--- config.mk ---
export PLATFORM = sky130hd
export DESIGN_NAME = json_value_boundary_scanner_flat
export DESIGN_NICKNAME = d
export VERILOG_FILES = /design/src/design/jvbs_pkg.sv /design/src/design/jvbs_if.sv /design/src/design/jvbs_front.sv /design/src/design/jvbs_queue.sv /design/src/design/jvbs_back.sv /design/src/design/json_value_boundary_scanner.sv /design/src/flat_wrapper.sv
export SDC_FILE = /design/constraint.sdc
export NUM_CORES = 1
export LEC_CHECK = 0
export ABC_AREA = 1
export BUFFER_PORTS_ARGS = -buffer_cell sky130_fd_sc_hd__buf_4
export CAP_MARGIN = 20
export CORE_MARGIN = 5
export CORE_UTILIZATION = 41
export CTS_BUF_LIST = sky130_fd_sc_hd__clkbuf_16
export CTS_CLUSTER_SIZE = 10
export DETAILED_ROUTE_END_ITERATION = 16
export PLACE_DENSITY_LB_ADDON = 0.05
export SLEW_MARGIN = 25
export SYNTH_ARGS = -nofsm -noshare
export SYNTH_HDL_FRONTEND = slang
export SYNTH_SLANG_ARGS = --single-unit
--- constraint.sdc ---
create_clock -name i_clk -period 12.7 [get_ports i_clk]
set_input_delay 0.635 -clock i_clk [delete_from_list [all_inputs] [get_ports i_clk]]
set_output_delay 0.635 -clock i_clk [all_outputs]
set_load 0.02 [all_outputs]
--- src/design/jvbs_pkg.sv ---
// Package for the JSON value boundary scanner.
// Holds the character codes, token kinds, scan modes and the token bundle type.
// Used by the front end, queue, back end, top level and checker; depends on nothing.
package jvbs_pkg;

    localparam int OFFSET_BITS = 32;
    localparam int MAX_DEPTH   = 255;
    localparam int DEPTH_BITS  = $clog2(MAX_DEPTH + 1);
    localparam int QUEUE_DEPTH = 4;
    localparam int QPTR_BITS   = $clog2(QUEUE_DEPTH);
    localparam int QCNT_BITS   = $clog2(QUEUE_DEPTH + 1);

    localparam logic [7:0] CH_SPACE  = 8'h20;
    localparam logic [7:0] CH_TAB    = 8'h09;
    localparam logic [7:0] CH_LF     = 8'h0A;
    localparam logic [7:0] CH_CR     = 8'h0D;
    localparam logic [7:0] CH_COLON  = 8'h3A;
    localparam logic [7:0] CH_COMMA  = 8'h2C;
    localparam logic [7:0] CH_EQUAL  = 8'h3D;
    localparam logic [7:0] CH_DOT    = 8'h2E;
    localparam logic [7:0] CH_MINUS  = 8'h2D;
    localparam logic [7:0] CH_BSLASH = 8'h5C;
    localparam logic [7:0] CH_QUOTE  = 8'h22;
    localparam logic [7:0] CH_LBRACK = 8'h5B;
    localparam logic [7:0] CH_RBRACK = 8'h5D;
    localparam logic [7:0] CH_LBRACE = 8'h7B;
    localparam logic [7:0] CH_RBRACE = 8'h7D;

    typedef enum logic [2:0] {
        KIND_SEP   = 3'd0,
        KIND_LIT   = 3'd1,
        KIND_BRK   = 3'd2,
        KIND_END   = 3'd3,
        KIND_UNBAL = 3'd4,
        KIND_STRAY = 3'd5
    } t_kind;

    typedef enum logic [1:0] {
        MODE_IDLE = 2'd0,
        MODE_LIT  = 2'd1,
        MODE_BRK  = 2'd2
    } t_mode;

    typedef struct packed {
        t_kind                  kind;
        logic [OFFSET_BITS-1:0] start_off;
        logic [OFFSET_BITS-1:0] end_off;
    } t_result;

    typedef struct packed {
        logic [1:0]       cnt;
        t_result [2:0]    res;
    } t_bundle;

    function automatic t_bundle push_token(t_bundle bd, t_kind kind,
                                           logic [OFFSET_BITS-1:0] s,
                                           logic [OFFSET_BITS-1:0] e);
        t_bundle nb;
        nb = bd;
        if (bd.cnt != 2'd3) begin
            nb.res[bd.cnt].kind      = kind;
            nb.res[bd.cnt].start_off = s;
            nb.res[bd.cnt].end_off   = e;
            nb.cnt                   = bd.cnt + 2'd1;
        end
        return nb;
    endfunction

endpackage

--- src/design/jvbs_if.sv ---
// Handshake interfaces of the scanner: the byte channel and the token channel.
// Each carries valid, ready and the beat payload; depends on nothing.
interface jvbs_byte_if;
    logic       valid;
    logic       ready;
    logic [7:0] data_byte;
    logic       final_byte;

    modport source (output valid, output data_byte, output final_byte, input ready);
    modport sink   (input valid, input data_byte, input final_byte, output ready);
endinterface

interface jvbs_tok_if;
    logic        valid;
    logic        ready;
    logic [2:0]  token_kind;
    logic [31:0] start_offset;
    logic [31:0] end_offset;
    logic        run_last;

    modport source (output valid, output token_kind, output start_offset,
                    output end_offset, output run_last, input ready);
    modport sink   (input valid, input token_kind, input start_offset,
                    input end_offset, input run_last, output ready);
endinterface

--- src/design/jvbs_front.sv ---
// Front end of the scanner: accepts byte beats, runs the scan state and
// builds the bundle of up to three tokens caused by each byte.
// Depends on jvbs_pkg and jvbs_if.
module jvbs_front
    import jvbs_pkg::*;
(
    input  logic    i_clk,
    input  logic    i_rst_n,
    jvbs_byte_if.sink i_byte,
    input  logic    i_q_full,
    output logic    o_push,
    output t_bundle o_bundle
);

    t_mode                  r_mode, n_mode, mid_mode;
    logic [DEPTH_BITS-1:0]  r_lvl, n_lvl, br_lvl;
    logic                   r_inq, n_inq, br_inq;
    logic                   r_esc, n_esc, br_esc;
    logic                   r_ovf, n_ovf, br_ovf;
    logic                   r_dot, n_dot;
    logic [OFFSET_BITS-1:0] r_tb, n_tb, mid_tb;
    logic [OFFSET_BITS-1:0] r_pos, n_pos, pos_inc;

    logic [7:0] b;
    logic accept, last;
    logic b_space, b_sep, b_closer, b_opener, b_quote, b_bslash, b_dot, b_minus;
    logic lit_end, go_idle, idle_sep, idle_stray, idle_brk, idle_lit, brk_done;

    assign b      = i_byte.data_byte;
    assign last   = i_byte.final_byte;
    assign accept = i_byte.valid && !i_q_full;
    assign i_byte.ready = !i_q_full;
    assign pos_inc = r_pos + OFFSET_BITS'(1);

    assign b_space  = (b == CH_SPACE) || (b == CH_TAB) || (b == CH_LF) || (b == CH_CR);
    assign b_sep    = (b == CH_COLON) || (b == CH_COMMA) || (b == CH_EQUAL);
    assign b_closer = (b == CH_RBRACK) || (b == CH_RBRACE);
    assign b_opener = (b == CH_LBRACK) || (b == CH_LBRACE);
    assign b_quote  = (b == CH_QUOTE);
    assign b_bslash = (b == CH_BSLASH);
    assign b_dot    = (b == CH_DOT);
    assign b_minus  = (b == CH_MINUS);

    assign lit_end  = (r_mode == MODE_LIT) &&
                      (b_space || b_sep || b_closer || b_opener || b_quote || b_minus ||
                       (b_dot && r_dot));
    assign go_idle    = (r_mode == MODE_IDLE) || lit_end;
    assign idle_sep   = go_idle && b_sep;
    assign idle_stray = go_idle && b_closer;
    assign idle_brk   = go_idle && (b_opener || b_quote);
    assign idle_lit   = go_idle && !b_space && !b_sep && !b_closer && !b_opener && !b_quote;

    // Nesting update for a byte inside a bracketed or quoted value.
    always_comb begin
        br_lvl = r_lvl;
        br_inq = r_inq;
        br_esc = r_esc;
        br_ovf = r_ovf;
        if (!r_inq) begin
            if (b_opener || b_quote) begin
                if (r_lvl >= DEPTH_BITS'(MAX_DEPTH)) begin
                    br_ovf = 1'b1;
                end else begin
                    br_lvl = r_lvl + DEPTH_BITS'(1);
                end
                if (b_quote) begin
                    br_inq = 1'b1;
                end
            end else if (b_closer) begin
                if (r_lvl != '0) begin
                    br_lvl = r_lvl - DEPTH_BITS'(1);
                end
            end
        end else begin
            if (b_quote && !r_esc) begin
                if (r_lvl != '0) begin
                    br_lvl = r_lvl - DEPTH_BITS'(1);
                end
                br_inq = 1'b0;
            end else if (b_quote || b_bslash) begin
                br_esc = !r_esc;
            end else begin
                br_esc = 1'b0;
            end
        end
    end

    assign brk_done = (r_mode == MODE_BRK) && (br_lvl == '0);

    // Next state.
    always_comb begin
        mid_mode = r_mode;
        mid_tb   = r_tb;
        n_lvl    = r_lvl;
        n_inq    = r_inq;
        n_esc    = r_esc;
        n_ovf    = r_ovf;
        n_dot    = r_dot;
        unique case (r_mode)
            MODE_LIT: begin
                if (lit_end) begin
                    mid_mode = MODE_IDLE;
                    n_dot    = 1'b0;
                end else if (b_dot) begin
                    n_dot = 1'b1;
                end
            end
            MODE_BRK: begin
                n_lvl = br_lvl;
                n_inq = br_inq;
                n_esc = br_esc;
                n_ovf = br_ovf;
                if (brk_done) begin
                    mid_mode = MODE_IDLE;
                    n_inq    = 1'b0;
                    n_esc    = 1'b0;
                    n_ovf    = 1'b0;
                end
            end
            default: begin
            end
        endcase
        if (idle_brk) begin
            mid_mode = MODE_BRK;
            mid_tb   = r_pos;
            n_lvl    = DEPTH_BITS'(1);
            n_inq    = b_quote;
            n_esc    = 1'b0;
            n_ovf    = 1'b0;
        end else if (idle_lit) begin
            mid_mode = MODE_LIT;
            mid_tb   = r_pos;
            n_dot    = b_dot;
        end
        n_mode = mid_mode;
        n_tb   = mid_tb;
        n_pos  = pos_inc;
        if (last) begin
            n_mode = MODE_IDLE;
            n_tb   = '0;
            n_pos  = '0;
            n_lvl  = '0;
            n_inq  = 1'b0;
            n_esc  = 1'b0;
            n_ovf  = 1'b0;
            n_dot  = 1'b0;
        end
    end

    // Tokens caused by the byte, in stream order.
    always_comb begin
        t_bundle bd;
        bd = '0;
        if (lit_end) begin
            bd = push_token(bd, KIND_LIT, r_tb, r_pos);
        end
        if (idle_sep) begin
            bd = push_token(bd, KIND_SEP, r_pos, pos_inc);
        end
        if (idle_stray) begin
            bd = push_token(bd, KIND_STRAY, r_pos, pos_inc);
        end
        if (brk_done) begin
            bd = push_token(bd, br_ovf ? KIND_UNBAL : KIND_BRK, r_tb, pos_inc);
        end
        if (last) begin
            if (mid_mode == MODE_LIT) begin
                bd = push_token(bd, KIND_LIT, mid_tb, pos_inc);
            end else if (mid_mode == MODE_BRK) begin
                bd = push_token(bd, KIND_UNBAL, mid_tb, pos_inc);
            end
            bd = push_token(bd, KIND_END, pos_inc, pos_inc);
        end
        o_bundle = bd;
    end

    assign o_push = accept && (o_bundle.cnt != 2'd0);

    always_ff @(posedge i_clk) begin
        if (!i_rst_n) begin
            r_mode <= MODE_IDLE;
            r_lvl  <= '0;
            r_inq  <= 1'b0;
            r_esc  <= 1'b0;
            r_ovf  <= 1'b0;
            r_dot  <= 1'b0;
            r_tb   <= '0;
            r_pos  <= '0;
        end else if (accept) begin
            r_mode <= n_mode;
            r_lvl  <= n_lvl;
            r_inq  <= n_inq;
            r_esc  <= n_esc;
            r_ovf  <= n_ovf;
            r_dot  <= n_dot;
            r_tb   <= n_tb;
            r_pos  <= n_pos;
        end
    end

endmodule

--- src/design/jvbs_queue.sv ---
// Short queue of token bundles between the front end and the back end.
// Depends on jvbs_pkg.
module jvbs_queue
    import jvbs_pkg::*;
(
    input  logic    i_clk,
    input  logic    i_rst_n,
    input  logic    i_push,
    input  t_bundle i_bundle,
    input  logic    i_pop,
    output t_bundle o_head,
    output logic    o_full,
    output logic    o_empty
);

    t_bundle               r_mem [QUEUE_DEPTH];
    logic [QPTR_BITS-1:0]  r_wr, r_rd;
    logic [QCNT_BITS-1:0]  r_cnt;

    assign o_head  = r_mem[r_rd];
    assign o_full  = (r_cnt == QCNT_BITS'(QUEUE_DEPTH));
    assign o_empty = (r_cnt == '0);

    always_ff @(posedge i_clk) begin
        if (i_push) begin
            r_mem[r_wr] <= i_bundle;
        end
    end

    always_ff @(posedge i_clk) begin
        if (!i_rst_n) begin
            r_wr  <= '0;
            r_rd  <= '0;
            r_cnt <= '0;
        end else begin
            if (i_push) begin
                r_wr <= r_wr + QPTR_BITS'(1);
            end
            if (i_pop) begin
                r_rd <= r_rd + QPTR_BITS'(1);
            end
            if (i_push && !i_pop) begin
                r_cnt <= r_cnt + QCNT_BITS'(1);
            end else if (i_pop && !i_push) begin
                r_cnt <= r_cnt - QCNT_BITS'(1);
            end
        end
    end

endmodule

--- src/design/jvbs_back.sv ---
// Back end of the scanner: takes bundles from the queue and sends their
// tokens one beat at a time through a registered output stage.
// Depends on jvbs_pkg and jvbs_if.
module jvbs_back
    import jvbs_pkg::*;
(
    input  logic    i_clk,
    input  logic    i_rst_n,
    input  t_bundle i_head,
    input  logic    i_empty,
    output logic    o_pop,
    jvbs_tok_if.source o_tok
);

    logic       r_valid;
    t_result    r_tok;
    logic       r_last;
    logic [1:0] r_idx;
    logic       load, head_last;

    assign load      = !i_empty && (!r_valid || o_tok.ready);
    assign head_last = (r_idx == (i_head.cnt - 2'd1));
    assign o_pop     = load && head_last;

    always_ff @(posedge i_clk) begin
        if (!i_rst_n) begin
            r_valid <= 1'b0;
            r_idx   <= '0;
        end else begin
            if (load) begin
                r_valid <= 1'b1;
                r_idx   <= head_last ? 2'd0 : r_idx + 2'd1;
            end else if (o_tok.ready) begin
                r_valid <= 1'b0;
            end
        end
    end

    always_ff @(posedge i_clk) begin
        if (load) begin
            r_tok  <= i_head.res[r_idx];
            r_last <= head_last;
        end
    end

    assign o_tok.valid        = r_valid;
    assign o_tok.token_kind   = r_tok.kind;
    assign o_tok.start_offset = r_tok.start_off;
    assign o_tok.end_offset   = r_tok.end_off;
    assign o_tok.run_last     = r_last;

endmodule

--- src/design/json_value_boundary_scanner.sv ---
// Top level of the JSON value boundary scanner.
// Depends on jvbs_pkg, jvbs_if, jvbs_front, jvbs_queue and jvbs_back.
//
// Usage: bytes of a text stream arrive one per beat on i_byte, with
// final_byte set on the last byte of a stream. Each token leaves on o_tok
// as one beat with its kind, start and end offsets; run_last marks the last
// token caused by one input byte. The front end classifies a byte in the
// cycle it is accepted and writes its tokens into the four-entry bundle queue
// at that same edge, so a byte is accepted every cycle while the queue has room.
// The tokens of a byte pass from the queue through the registered output stage.
// The output stage sends one token per cycle while o_tok.ready is high, so
// a run of bytes that each cause tokens is paced by the output port; the queue
// absorbs short bursts. When o_tok.ready is low the output beat holds, the queue
// fills, and then i_byte.ready drops until the output stage takes the last token
// of the oldest queued byte. Reset clears the scan state, the queue and the
// output stage; offsets count from zero again, as they do after every final byte.
module json_value_boundary_scanner
    import jvbs_pkg::*;
(
    input  logic i_clk,
    input  logic i_rst_n,
    jvbs_byte_if.sink  i_byte,
    jvbs_tok_if.source o_tok
);

    logic    push, pop, q_full, q_empty;
    t_bundle push_bundle, head;

    jvbs_front u_front (
        .i_clk    (i_clk),
        .i_rst_n  (i_rst_n),
        .i_byte   (i_byte),
        .i_q_full (q_full),
        .o_push   (push),
        .o_bundle (push_bundle)
    );

    jvbs_queue u_queue (
        .i_clk    (i_clk),
        .i_rst_n  (i_rst_n),
        .i_push   (push),
        .i_bundle (push_bundle),
        .i_pop    (pop),
        .o_head   (head),
        .o_full   (q_full),
        .o_empty  (q_empty)
    );

    jvbs_back u_back (
        .i_clk   (i_clk),
        .i_rst_n (i_rst_n),
        .i_head  (head),
        .i_empty (q_empty),
        .o_pop   (pop),
        .o_tok   (o_tok)
    );

endmodule

--- src/flat_wrapper.sv ---
// flat-port wrapper written by rule: the top's interface ports become plain ports
module json_value_boundary_scanner_flat import jvbs_pkg::*;
  (i_clk, i_rst_n, i_byte_valid, i_byte_data_byte, i_byte_final_byte, i_byte_ready, o_tok_valid, o_tok_token_kind, o_tok_start_offset, o_tok_end_offset, o_tok_run_last, o_tok_ready);
  jvbs_byte_if i_byte_i ();
  jvbs_tok_if o_tok_i ();
  input  logic i_clk;
  input  logic i_rst_n;
  input wire logic [$bits(i_byte_i.valid)-1:0] i_byte_valid;
  input wire logic [$bits(i_byte_i.data_byte)-1:0] i_byte_data_byte;
  input wire logic [$bits(i_byte_i.final_byte)-1:0] i_byte_final_byte;
  output wire logic [$bits(i_byte_i.ready)-1:0] i_byte_ready;
  output wire logic [$bits(o_tok_i.valid)-1:0] o_tok_valid;
  output wire logic [$bits(o_tok_i.token_kind)-1:0] o_tok_token_kind;
  output wire logic [$bits(o_tok_i.start_offset)-1:0] o_tok_start_offset;
  output wire logic [$bits(o_tok_i.end_offset)-1:0] o_tok_end_offset;
  output wire logic [$bits(o_tok_i.run_last)-1:0] o_tok_run_last;
  input wire logic [$bits(o_tok_i.ready)-1:0] o_tok_ready;
  assign i_byte_i.valid = i_byte_valid;
  assign i_byte_i.data_byte = i_byte_data_byte;
  assign i_byte_i.final_byte = i_byte_final_byte;
  assign i_byte_ready = i_byte_i.ready;
  assign o_tok_valid = o_tok_i.valid;
  assign o_tok_token_kind = o_tok_i.token_kind;
  assign o_tok_start_offset = o_tok_i.start_offset;
  assign o_tok_end_offset = o_tok_i.end_offset;
  assign o_tok_run_last = o_tok_i.run_last;
  assign o_tok_i.ready = o_tok_ready;
  json_value_boundary_scanner u_core (.i_clk(i_clk), .i_rst_n(i_rst_n), .i_byte(i_byte_i), .o_tok(o_tok_i));
endmodule
* Word-level counts from Yosys, hierarchy flattened
Memories as Yosys holds them, arrays and structs flattened. A register that Yosys moved wholly into a read port is not among the register bits.
Index checks and enable logic that the tools add are counted.
** Operators by class
- Order comparisons :: 12
- Equality and inequality tests :: 27
- Add/sub/neg operators :: 14
- Multiplexer cells :: 121
- Reductions and logical operators :: 62
** Operators by type and width (count)
- $bwmux W201 :: 18
- $mux W203 :: 13
- $demux W67 S2 :: 15
- $mux W67 :: 6
- $mux W64 :: 5
- $mux W32 :: 9
- $mux W202 :: 1
- $bmux W67 S2 :: 1
- $mux W8 :: 9
- $eq A8 B6 Y1 const B :: 7
- $eq A8 B7 Y1 const B :: 5
- $add A32 B1 Y32 const B :: 1
- $mux W1 :: 32
- $eq A8 B4 Y1 const B :: 3
- $logic_and A1 B1 Y1 :: 23
- $lt A2 B3 Y1 const B :: 6
- $logic_or A1 B1 Y1 :: 17
- $add A2 B1 Y2 const B :: 8
- $mux W2 :: 8
- $logic_not A1 Y1 :: 11
- $ge A2 B1 Y1 const B :: 5
- $ne A2 B2 Y1 const B :: 5
- $mux W3 :: 3
- $add A8 B1 Y8 const B :: 1
- other kinds (20) :: 24
** Storage, ports and cells
- Memories :: 1
- Register bits after elaboration :: 156
- RAM bits :: 812
- Output and inout port bits :: 70
- Bits of input ports :: 13
- Word-level logic and storage cells :: 254
** Memory list
- u_core.u_queue.r_mem :: words 4, bits a word 203, rd ports 1, clocked after Yosys merged registers in 1, write ports 1, RTL line jvbs_queue.sv:16 : t_bundle r_mem [QUEUE_DEPTH];

* Depth between registers and ports, before layout
Gate-level depths: netlist (run 1).
- Depth in word-level cells :: 65
- Gate-level depth with buffers :: 29
- Mapped depth without buffers :: 27

* Cells and area by module
From an unflattened synthesis (run 1), not the netlist that was laid out.
** Second synthesis, totals
- Cells, all modules :: 5097
- Area, all modules :: 48236.3 um^2
** Modules (own cells, without submodules)
- jvbs_queue :: cells each 2020, times used 1, seq. area each 24563.6 um^2, area each 30404.2 um^2
- jvbs_front :: cells each 2671, times used 1, seq. area each 1561.5 um^2, area each 13466.7 um^2
- jvbs_back :: cells each 406, times used 1, seq. area each 2102.0 um^2, area each 4365.4 um^2

* Worst setup path after synthesis (run 1)
OpenSTA, ideal clock, no wires.
- Path type :: input -> register
- Start point :: input i_byte_data_byte[3]
- End point :: memory u_core.u_queue.r_mem[0][0] (netlist bit) (enable)
- Setup time :: 0.771 ns
- Buffers on the path :: 1
- Required time :: 11.929 ns
- Path slack :: 0.731 ns
- Stages on the path :: 19
- Arrival time :: 11.198 ns
- Path through :: nand2_1 -> inv_1 -> nand2_2 -> nor2_4 -> inv_2 -> nand2_1 -> nor2_1 -> nand3_2 -> nand2_4 -> buf_1 -> ha_1 -> inv_1 -> nor2_1 -> nand3b_1 -> nand2_2 -> inv_2 -> nand4_1 -> nand2_1 -> nor2_1
** On the way
- Word-level cells in the longest chain between the ends :: 33
- Elaborated cells between the ends (all ways) :: 86
- Classes of those cells :: add/sub (5); eq/ne (21); mux (25); reduce/logical (35)
** RTL lines
- start: declaration :: RTL line flat_wrapper.sv:9 : input wire logic [$bits(i_byte_i.data_byte)-1:0] i_byte_data_byte;
- $eq A8 B6 Y1 or $eq A8 B4 Y1 (tied branches) :: RTL line jvbs_front.sv:35 : assign b_space = (b == CH_SPACE) || (b == CH_TAB) || (b == CH_LF) || (b == CH_CR);
- $logic_or A1 B1 Y1 (3 in series) :: RTL line jvbs_front.sv:35
- $logic_or A1 B1 Y1 (6 in series) :: RTL line jvbs_front.sv:45 : (b_space || b_sep || b_closer || b_opener || b_quote || b_minus ||
- $logic_and A1 B1 Y1 :: RTL line jvbs_front.sv:44 : assign lit_end = (r_mode == MODE_LIT) &&
- $mux W202 :: RTL line jvbs_front.sv:154 : if (lit_end) begin
- $add A2 B1 Y2 or $ne A2 B2 Y1 (tied branches) :: RTL line jvbs_pkg.sv:64, jvbs_pkg.sv:60
- $mux W203 :: RTL line jvbs_pkg.sv:60 : if (bd.cnt != 2'd3) begin
- $mux W203 :: RTL line jvbs_front.sv:157 : if (idle_sep) begin
- [10 not listed]
- $mux W203 :: RTL line jvbs_front.sv:166 : if (last) begin
- $add A2 B1 Y2 or $ne A2 B2 Y1 (tied branches) :: RTL line jvbs_pkg.sv:64, jvbs_pkg.sv:60
- $mux W203 :: RTL line jvbs_pkg.sv:60
- $mux W203 * :: RTL line jvbs_front.sv:166
- $reduce_bool A2 Y1 * :: RTL line jvbs_front.sv:177 : assign o_push = accept && (o_bundle.cnt != 2'd0);
- $logic_and A1 B1 Y1 * :: RTL line jvbs_front.sv:177
- $mux W1 * :: RTL line jvbs_queue.sv:25 : if (i_push) begin
- $mux W1 (implied by the code) * :: RTL line jvbs_queue.sv:26 : r_mem[r_wr] <= i_bundle;
- end: declaration :: RTL line jvbs_queue.sv:16
Every way passes the cells marked *; elsewhere a longest branch is shown, timed or not. The select of a mux whose other input is x is not followed.

==> results of run 1 <==
-- cells by family (layout without fill, tap and decap cells) --
logic type,after synthesis,after routing,synth area share (%)
simple gates,1610,1610,15.09
fa+ha+maj,17,17,0.4926
buf+inv,565,589,5.141
xor+xnor,28,28,0.5486
flops,970,970,63.14
compound gates,1174,1174,15.57
mux,1,1,0.02239
-- layout by cell type (no fill, tap or decap), drive strengths merged, types with 12 or more instances in the layout --
master / netlist / final
o221ai: 116 / 116
o22ai: 165 / 165
xor2: 27 / 27
nor2: 589 / 589
ha: 16 / 16
buf: 74 / 147
o211ai: 31 / 31
clkbuf: 227 / 114
edfxtp: 880 / 880
nand2: 742 / 742
nand4: 34 / 34
dfxtp: 90 / 90
a32o: 46 / 46
clkinv: 2 / 12
nor3: 22 / 22
nand3: 209 / 209
inv: 262 / 314
a21oi: 170 / 170
o21ai: 606 / 606
-- path summary, 6_finish.rpt --
kind | slack, ns | from | to
min | 0.26 | i_rst_n | u_core.u_front.r_pos[0]
max | 6.27 | u_core.u_front.r_lvl[0] | u_core.u_queue.r_mem[0][162]
max reg2reg | 6.27 | u_core.u_front.r_lvl[0] | u_core.u_queue.r_mem[0][162]
min reg2reg | 0.48 | u_core.u_front.r_tb[12] | u_core.u_front.r_tb[12]
-- routing by layer --
metal | part of all wire (%) | vias to the layer above | track usage, % | wire, µm
li1 | - | 15560 | - | -
met1 | 44 | 16740 | 35.87 | 65790
met2 | 45 | 1394 | 38.98 | 67480
met3 | 7.3 | 269 | 4.008 | 10880
met4 | 3.2 | 2 | 8.053 | 4805
met5 | 0.0087 | - | 0 | 13
-- cell type report --
cell class / count / area (µm²)
inverter: 264 / 1007
sequential: 970 / 28240
clock inverter: 64 / 342.8
timing repair buffer: 147 / 1190
fill: 10180 / 58850
tap: 1414 / 1769
clock buffer: 114 / 2853
multi-input combinational: 2830 / 14300
-- tightest hold or removal path, cell delays in order --
cell and delay [ns]:
buf_4 0.16, o21ai_0 0.08, a21oi_1 0.04
-- power breakdown --
group | switching (mW) | internal (mW)
Sequential | 0.142 | 3.85
Clock | 1.25 | 1.62
Combinational | 1.70 | 0.704
-- state kept, by name (all words and copies together) (netlist names), 2 cells and up, named ones only --
name and flops:
u_core.u_queue.r_mem 812, u_core.u_front.r_mode 2, u_core.u_back.o_tok.start_offset 32, u_core.u_queue.r_rd 2
u_core.u_back.o_tok.end_offset 32, u_core.u_front.r_lvl 8, u_core.u_front.r_tb 32, u_core.u_front.r_pos 32
u_core.u_queue.r_wr 2, u_core.u_back.r_idx 2, u_core.u_back.o_tok.token_kind 3, u_core.u_queue.r_cnt 3
==> results.md, run 1 <==
* Status: complete, no violations
* Non-Filler Instances at 5,803
* Worst path most repeated cell: nand2_1
* Avg Cell Area, Syn at 10.24 µm²
* Core area at 108,600 µm²
* Netlist cell types at 56
* Worst slew margin at 19.63%
* Crit path cell chain: inv_1 > ha_1 > nand3_1 > nor2_1 > nand2_1 > nand2_1 > nand2_1 > nand3_1 > nand2_1 > inv_2 > nand2_1 > nor2_2 > nand3_4 > nand2_1 > nand2_2 > a21oi_2 > nand2_2 > nand3_1 > nand2_1 > buf_4 > inv_2 > nand3_2 > buf_4 > a21oi_1
* DRC at 0
* Worst Tran Pin Value at 1.201 ns
* Wire per inst at 25.67 µm
* Clk sinks at 970
* Cts bufs inserted at 111
* Setup Crit Path Kind: register to register
* Unrepaired setup endpoints after global routing: false
* Yosys warning total at 0
* Largest net degree at the start of global routing at 150
* Layout area overhead at 11.17%
* Worst Path Buf+Inv at 5
* Row count at 121
* Register-to-Register Path Depth at 24
* Tot Pwr at 9.265 mW
* Initial antenna violation count at 4
* Vias in the first global route at 32,110
* Top-count cell post-synth: edfxtp_1
* Die H at 340.2 µm
* #FFs+latches synth at 970
* Fin nets at 4,354
* DIE AREA at 115,700 µm²
* Syn Nets at 4,395
* Die Span X at 340.2 µm
* Max Clock Skew at 0.03659 ns
* Post-route setup TNS at 0 ns
* GRT overflow at 0
* Global placement routability congestion at 0.9537
* Top delay family on crit path: simple AND/OR/NAND/NOR gates
* Via count at 33,970
* CP required at 13.17 ns
* Cell Pwr Density at 186.4 nW/µm²
* Crit-path max cell delay at 0.65 ns
* Clk buf depth at 3
* DRT iter0 DRCs at 3,687
* Max Fclk at 155.4 MHz
* Post-synth top cells: edfxtp_1, nand2_1, o21ai_0, nor2_1, inv_1
* # hold bufs at CTS at 0
* Post-Place Cells at 5,624
* WHS at 0.2626 ns
* Pre-CTS WS at 6.159 ns
* Fin crit share at 50.67%
* Antenna Cells at 0
* Detailed Routing Iterations Pass 1 at 6
* # IOs at 83
* Dominant cell type by area after synthesis: edfxtp_1
* # Max-Cap Violations at 0
* Initial Utilization at 41.18%
* Synth async-reset ratio at 0%
* Clk_lat worst skew at 0.71 ns
* Startpoint types: register
* GRT Total Usage at 24.95%
* Synth top area share at 59.11%
* Post-DP HPWL at 88,890 µm
* Resized Gates After CTS at 0
* Crit. End Element: register
* Root Driver: clkbuf_16
* CP Data Arrival Time at 6.91 ns
* Number of H-tree levels at 3
* Post-synthesis cell count at 4,365
* Sequential-to-total area share from yosys stat at 63.14%
* Endpoints failing setup at 0
* Final hold vios at 0
* Dpl cell area at 46,470 µm²
* Port bufs at 82
* Worst-path clk slew at 0.07 ns
* Mapped Area at 44,710 µm²
* Leakage at 17.81 nW
* Crit. path cell count at 24
* Ranking of synthesized cells by area: edfxtp_1, o21ai_0, nand2_1
* First-pass GRT wire length at 218,800 µm
* Hold Path Depth at 3
* Slew Viols, Final at 0
* Post-synth EDFFs at 880
* # Post-CTS Setup Buffers at 0
* Final WL at 149,000 µm
* CTS tree: built
* Antenna viol nets, final at 0
* VDD IR-drop max at 0.1073 mV
* Fin crit period at 6.435 ns
* Hold crit path type: input port to register
* Util after Layout at 45.78%
* Design Area, Final at 49,700 µm²
* Most used DFF post-synth: edfxtp_1
* Ratio of cells with drive above 1 in the final layout at 8.886%
* Final WS setup at 6.265 ns
* Slowest-stage cell, CP: inv_2
* Vias/cell at 5.853
* Max FO, Critical Path at 30
Note: power is estimated with default switching activity, not from simulation.
==> inputs of run 2 (changes only) <==
==> constraint.sdc (replaced) <==
create_clock -name i_clk -period 5.8 [get_ports i_clk]
set_input_delay 0.29 -clock i_clk [delete_from_list [all_inputs] [get_ports i_clk]]
set_output_delay 0.29 -clock i_clk [all_outputs]
set_load 0.02 [all_outputs]
==> run 2 against run 1 <==
Against the previous run:
- utilization rose by 0.39 points
- combinational power rose by 120%
- non-clock buffer count rose by 42
==> results.md, run 2 (same netlist as run 1, synthesis figures left out) <==
* Status: complete, no violations
* Number of H-tree levels at 3 (unchanged)
* Cts bufs inserted at 110 (-0.90%)
* Worst Path Buf+Inv at 3 (-2)
* Resized Gates After CTS at 0 (unchanged)
* Post-route setup TNS at 0 ns (unchanged)
* Worst slew margin at 27.52% (+7.9 points)
* Slowest-stage cell, CP: o21ai_0
* Core area at 108,600 µm² (unchanged)
* Final WS setup at 1.061 ns (-5.204 ns)
* Post-Place Cells at 5,665 (+0.73%)
* CP Data Arrival Time at 5.06 ns (-1.85 ns)
* Dpl cell area at 46,970 µm² (+1.1%)
* # hold bufs at CTS at 2 (+2)
* Vias/cell at 5.864 (+0.19%)
* Footprint of the multi-input gates at 14,300 µm² (about the same)
* Top delay family on crit path: simple AND/OR/NAND/NOR gates
* Final hold vios at 0 (unchanged)
* Fin nets at 4,395 (+0.94%)
* Worst Tran Pin Value at 1.087 ns (-0.1143 ns)
* Ratio of cells with drive above 1 in the final layout at 9.596% (+0.71 points)
* Fin crit period at 4.739 ns (-1.696 ns)
* Seq. cell area at 28,240 µm² (unchanged)
* Biggest register: u_core.u_queue.r_mem
* Met3 routed wirelength at 10,890 µm (+0.11%)
* Crit. path cell count at 23 (-4.2%)
* Unrepaired setup endpoints after global routing: false
* Max Clock Skew at 0.04392 ns (+0.007330 ns)
* Hold crit path type: input port to register
* Vias in the first global route at 32,250 (+0.45%)
* Max reg flops at 812 (unchanged)
* DRT iter0 DRCs at 3,802 (+3.1%)
* Commonest non-fill, non-tap cells in the layout: edfxtp_1, nand2_1, o21ai_0, nor2_1, inv_1
* Max Fclk at 211.0 MHz (+36%)
* Design Area, Final at 50,130 µm² (+0.86%)
* Crit-path max cell delay at 0.62 ns (-0.03 ns)
* Die H at 340.2 µm (unchanged)
* CTS tree: built
* Max FO, Critical Path at 12 (-60%)
* Root Driver: clkbuf_16
* Global placement routability congestion at 1.000 (+4.9%)
* Wire per inst at 25.91 µm (+0.93%)
* # IOs at 83 (unchanged)
* Slew Viols, Final at 0 (unchanged)
* DIE AREA at 115,700 µm² (unchanged)
* Non-Filler Instances at 5,843 (+0.69%)
* DR top layer: met4
* Fin crit share at 81.71% (+31 points)
* Die Span X at 340.2 µm (unchanged)
* Clk buf depth at 3 (unchanged)
* Antenna Cells at 0 (unchanged)
* Worst-path clk slew at 0.06 ns (about the same)
* Worst path most repeated cell: nand2_1
* Largest net degree at the start of global routing at 187 (+25%)
* Antenna viol nets, final at 0 (unchanged)
* M1 WL at 67,060 µm (+1.9%)
* Met2 WL post-DR at 67,730 µm (+0.37%)
* Port bufs at 82 (unchanged)
* First-pass GRT wire length at 221,600 µm (+1.3%)
* Detailed Routing Iterations Pass 1 at 8 (+2)
* Leakage at 18.02 nW (+1.2%)
* Layout area overhead at 12.13%
* Setup Crit Path Kind: register to register
* Clk sinks at 970 (unchanged)
* Crit. End Element: register
* Crit path cell chain: inv_1 > ha_1 > nand2_1 > nor2_1 > nand2_1 > nand2_1 > nand2_1 > nand2_1 > nand3_1 > nand2_1 > inv_2 > nand2_1 > nor2_2 > nand3_4 > nand2_1 > nand2_2 > a21oi_2 > nand2_4 > nand2_2 > buf_4 > o21ai_4 > o21ai_0 > nand3_1
* Final WL at 151,400 µm (+1.6%)
* Pre-CTS WS at 0.9909 ns (-5.168 ns)
* Row count at 121 (unchanged)
* Tot Pwr at 20.26 mW (+120%)
* GRT overflow at 0 (unchanged)
* VDD IR-drop max at 0.2617 mV (+140%)
* Clk_lat worst skew at 0.72 ns (about the same)
* Post-DP HPWL at 92,270 µm (+3.8%)
* # fillers at 10,210 (+0.30%)
* Endpoints failing setup at 0 (unchanged)
* Initial Utilization at 41.18% (unchanged)
* Cell Pwr Density at 404.2 nW/µm² (+120%)
* Most common cell after layout, fill and taps aside: edfxtp_1
* Via count at 34,270 (+0.88%)
* Register-to-Register Path Depth at 23 (-4.2%)
* Startpoint types: register
* GRT Total Usage at 25.38% (+0.43 points)
* # Post-CTS Setup Buffers at 0 (unchanged)
* Hold Path Depth at 6 (+3)
* # Max-Cap Violations at 0 (unchanged)
* DRC at 0 (unchanged)
* Initial antenna violation count at 3 (-1)
* CP required at 6.12 ns (-7.05 ns)
run 2: path summary, 6_finish.rpt:
kind                      startpoint                            to  slack [ns]
min reg2reg  u_core.u_front.r_tb[11]       u_core.u_front.r_tb[11]        0.48
min              i_byte_data_byte[0]          u_core.u_front.r_inq        0.15
max          u_core.u_front.r_lvl[0]  u_core.u_queue.r_mem[3][112]        1.06
max reg2reg  u_core.u_front.r_lvl[0]  u_core.u_queue.r_mem[3][112]        1.06
run 2: through the flow:
step / hold WS, ns / util (%)
detailed placement: 0.4733 / 43.27
CTS: 0.1089 / 46.18
global route: 0.2075 / 46.18
floorplan: 0.4500 / -
global placement: 0.4701 / 43.26
finish: 0.1524 / 46.18
run 2: worst reg2reg max path: stages, from the launching register on:
cell	delay, ns
dfxtp_1	0.41
inv_1	0.15
ha_1	0.32
nand2_1	0.12
nor2_1	0.05
nand2_1	0.20
nand2_1	0.11
nand2_1	0.07
nand2_1	0.05
nand3_1	0.07
nand2_1	0.08
inv_2	0.07
nand2_1	0.06
nor2_2	0.13
nand3_4	0.16
nand2_1	0.12
nand2_2	0.09
a21oi_2	0.22
nand2_4	0.13
nand2_2	0.27
buf_4	0.29
o21ai_4	0.14
o21ai_0	0.62
nand3_1	0.46
run 2: final cells by class:
type                            instances  area share, %
Clock inverter                         65         0.7239
Clock buffer                          111          5.541
Inverter                              264          2.012
Multi-Input combinational cell       2830          28.52
Tap cell                             1414          3.529
Sequential cell                       970          56.33
Timing Repair Buffer                  189          3.340
run 2: per-layer routing:
| layer | global-route usage (%) | up-vias |
|---|---|---|
| met5 | 0 | - |
| met4 | 9.093 | 0 |
| met3 | 4.047 | 290 |
| met2 | 39.30 | 1408 |
| met1 | 36.42 | 16930 |
| li1 | - | 15630 |
run 2: where the power goes:
group          internal, mW  leakage, nW  switching, mW
Clock                  3.46         1.71           2.71
Sequential             8.43         9.12          0.268
Combinational          1.59         7.19           3.81
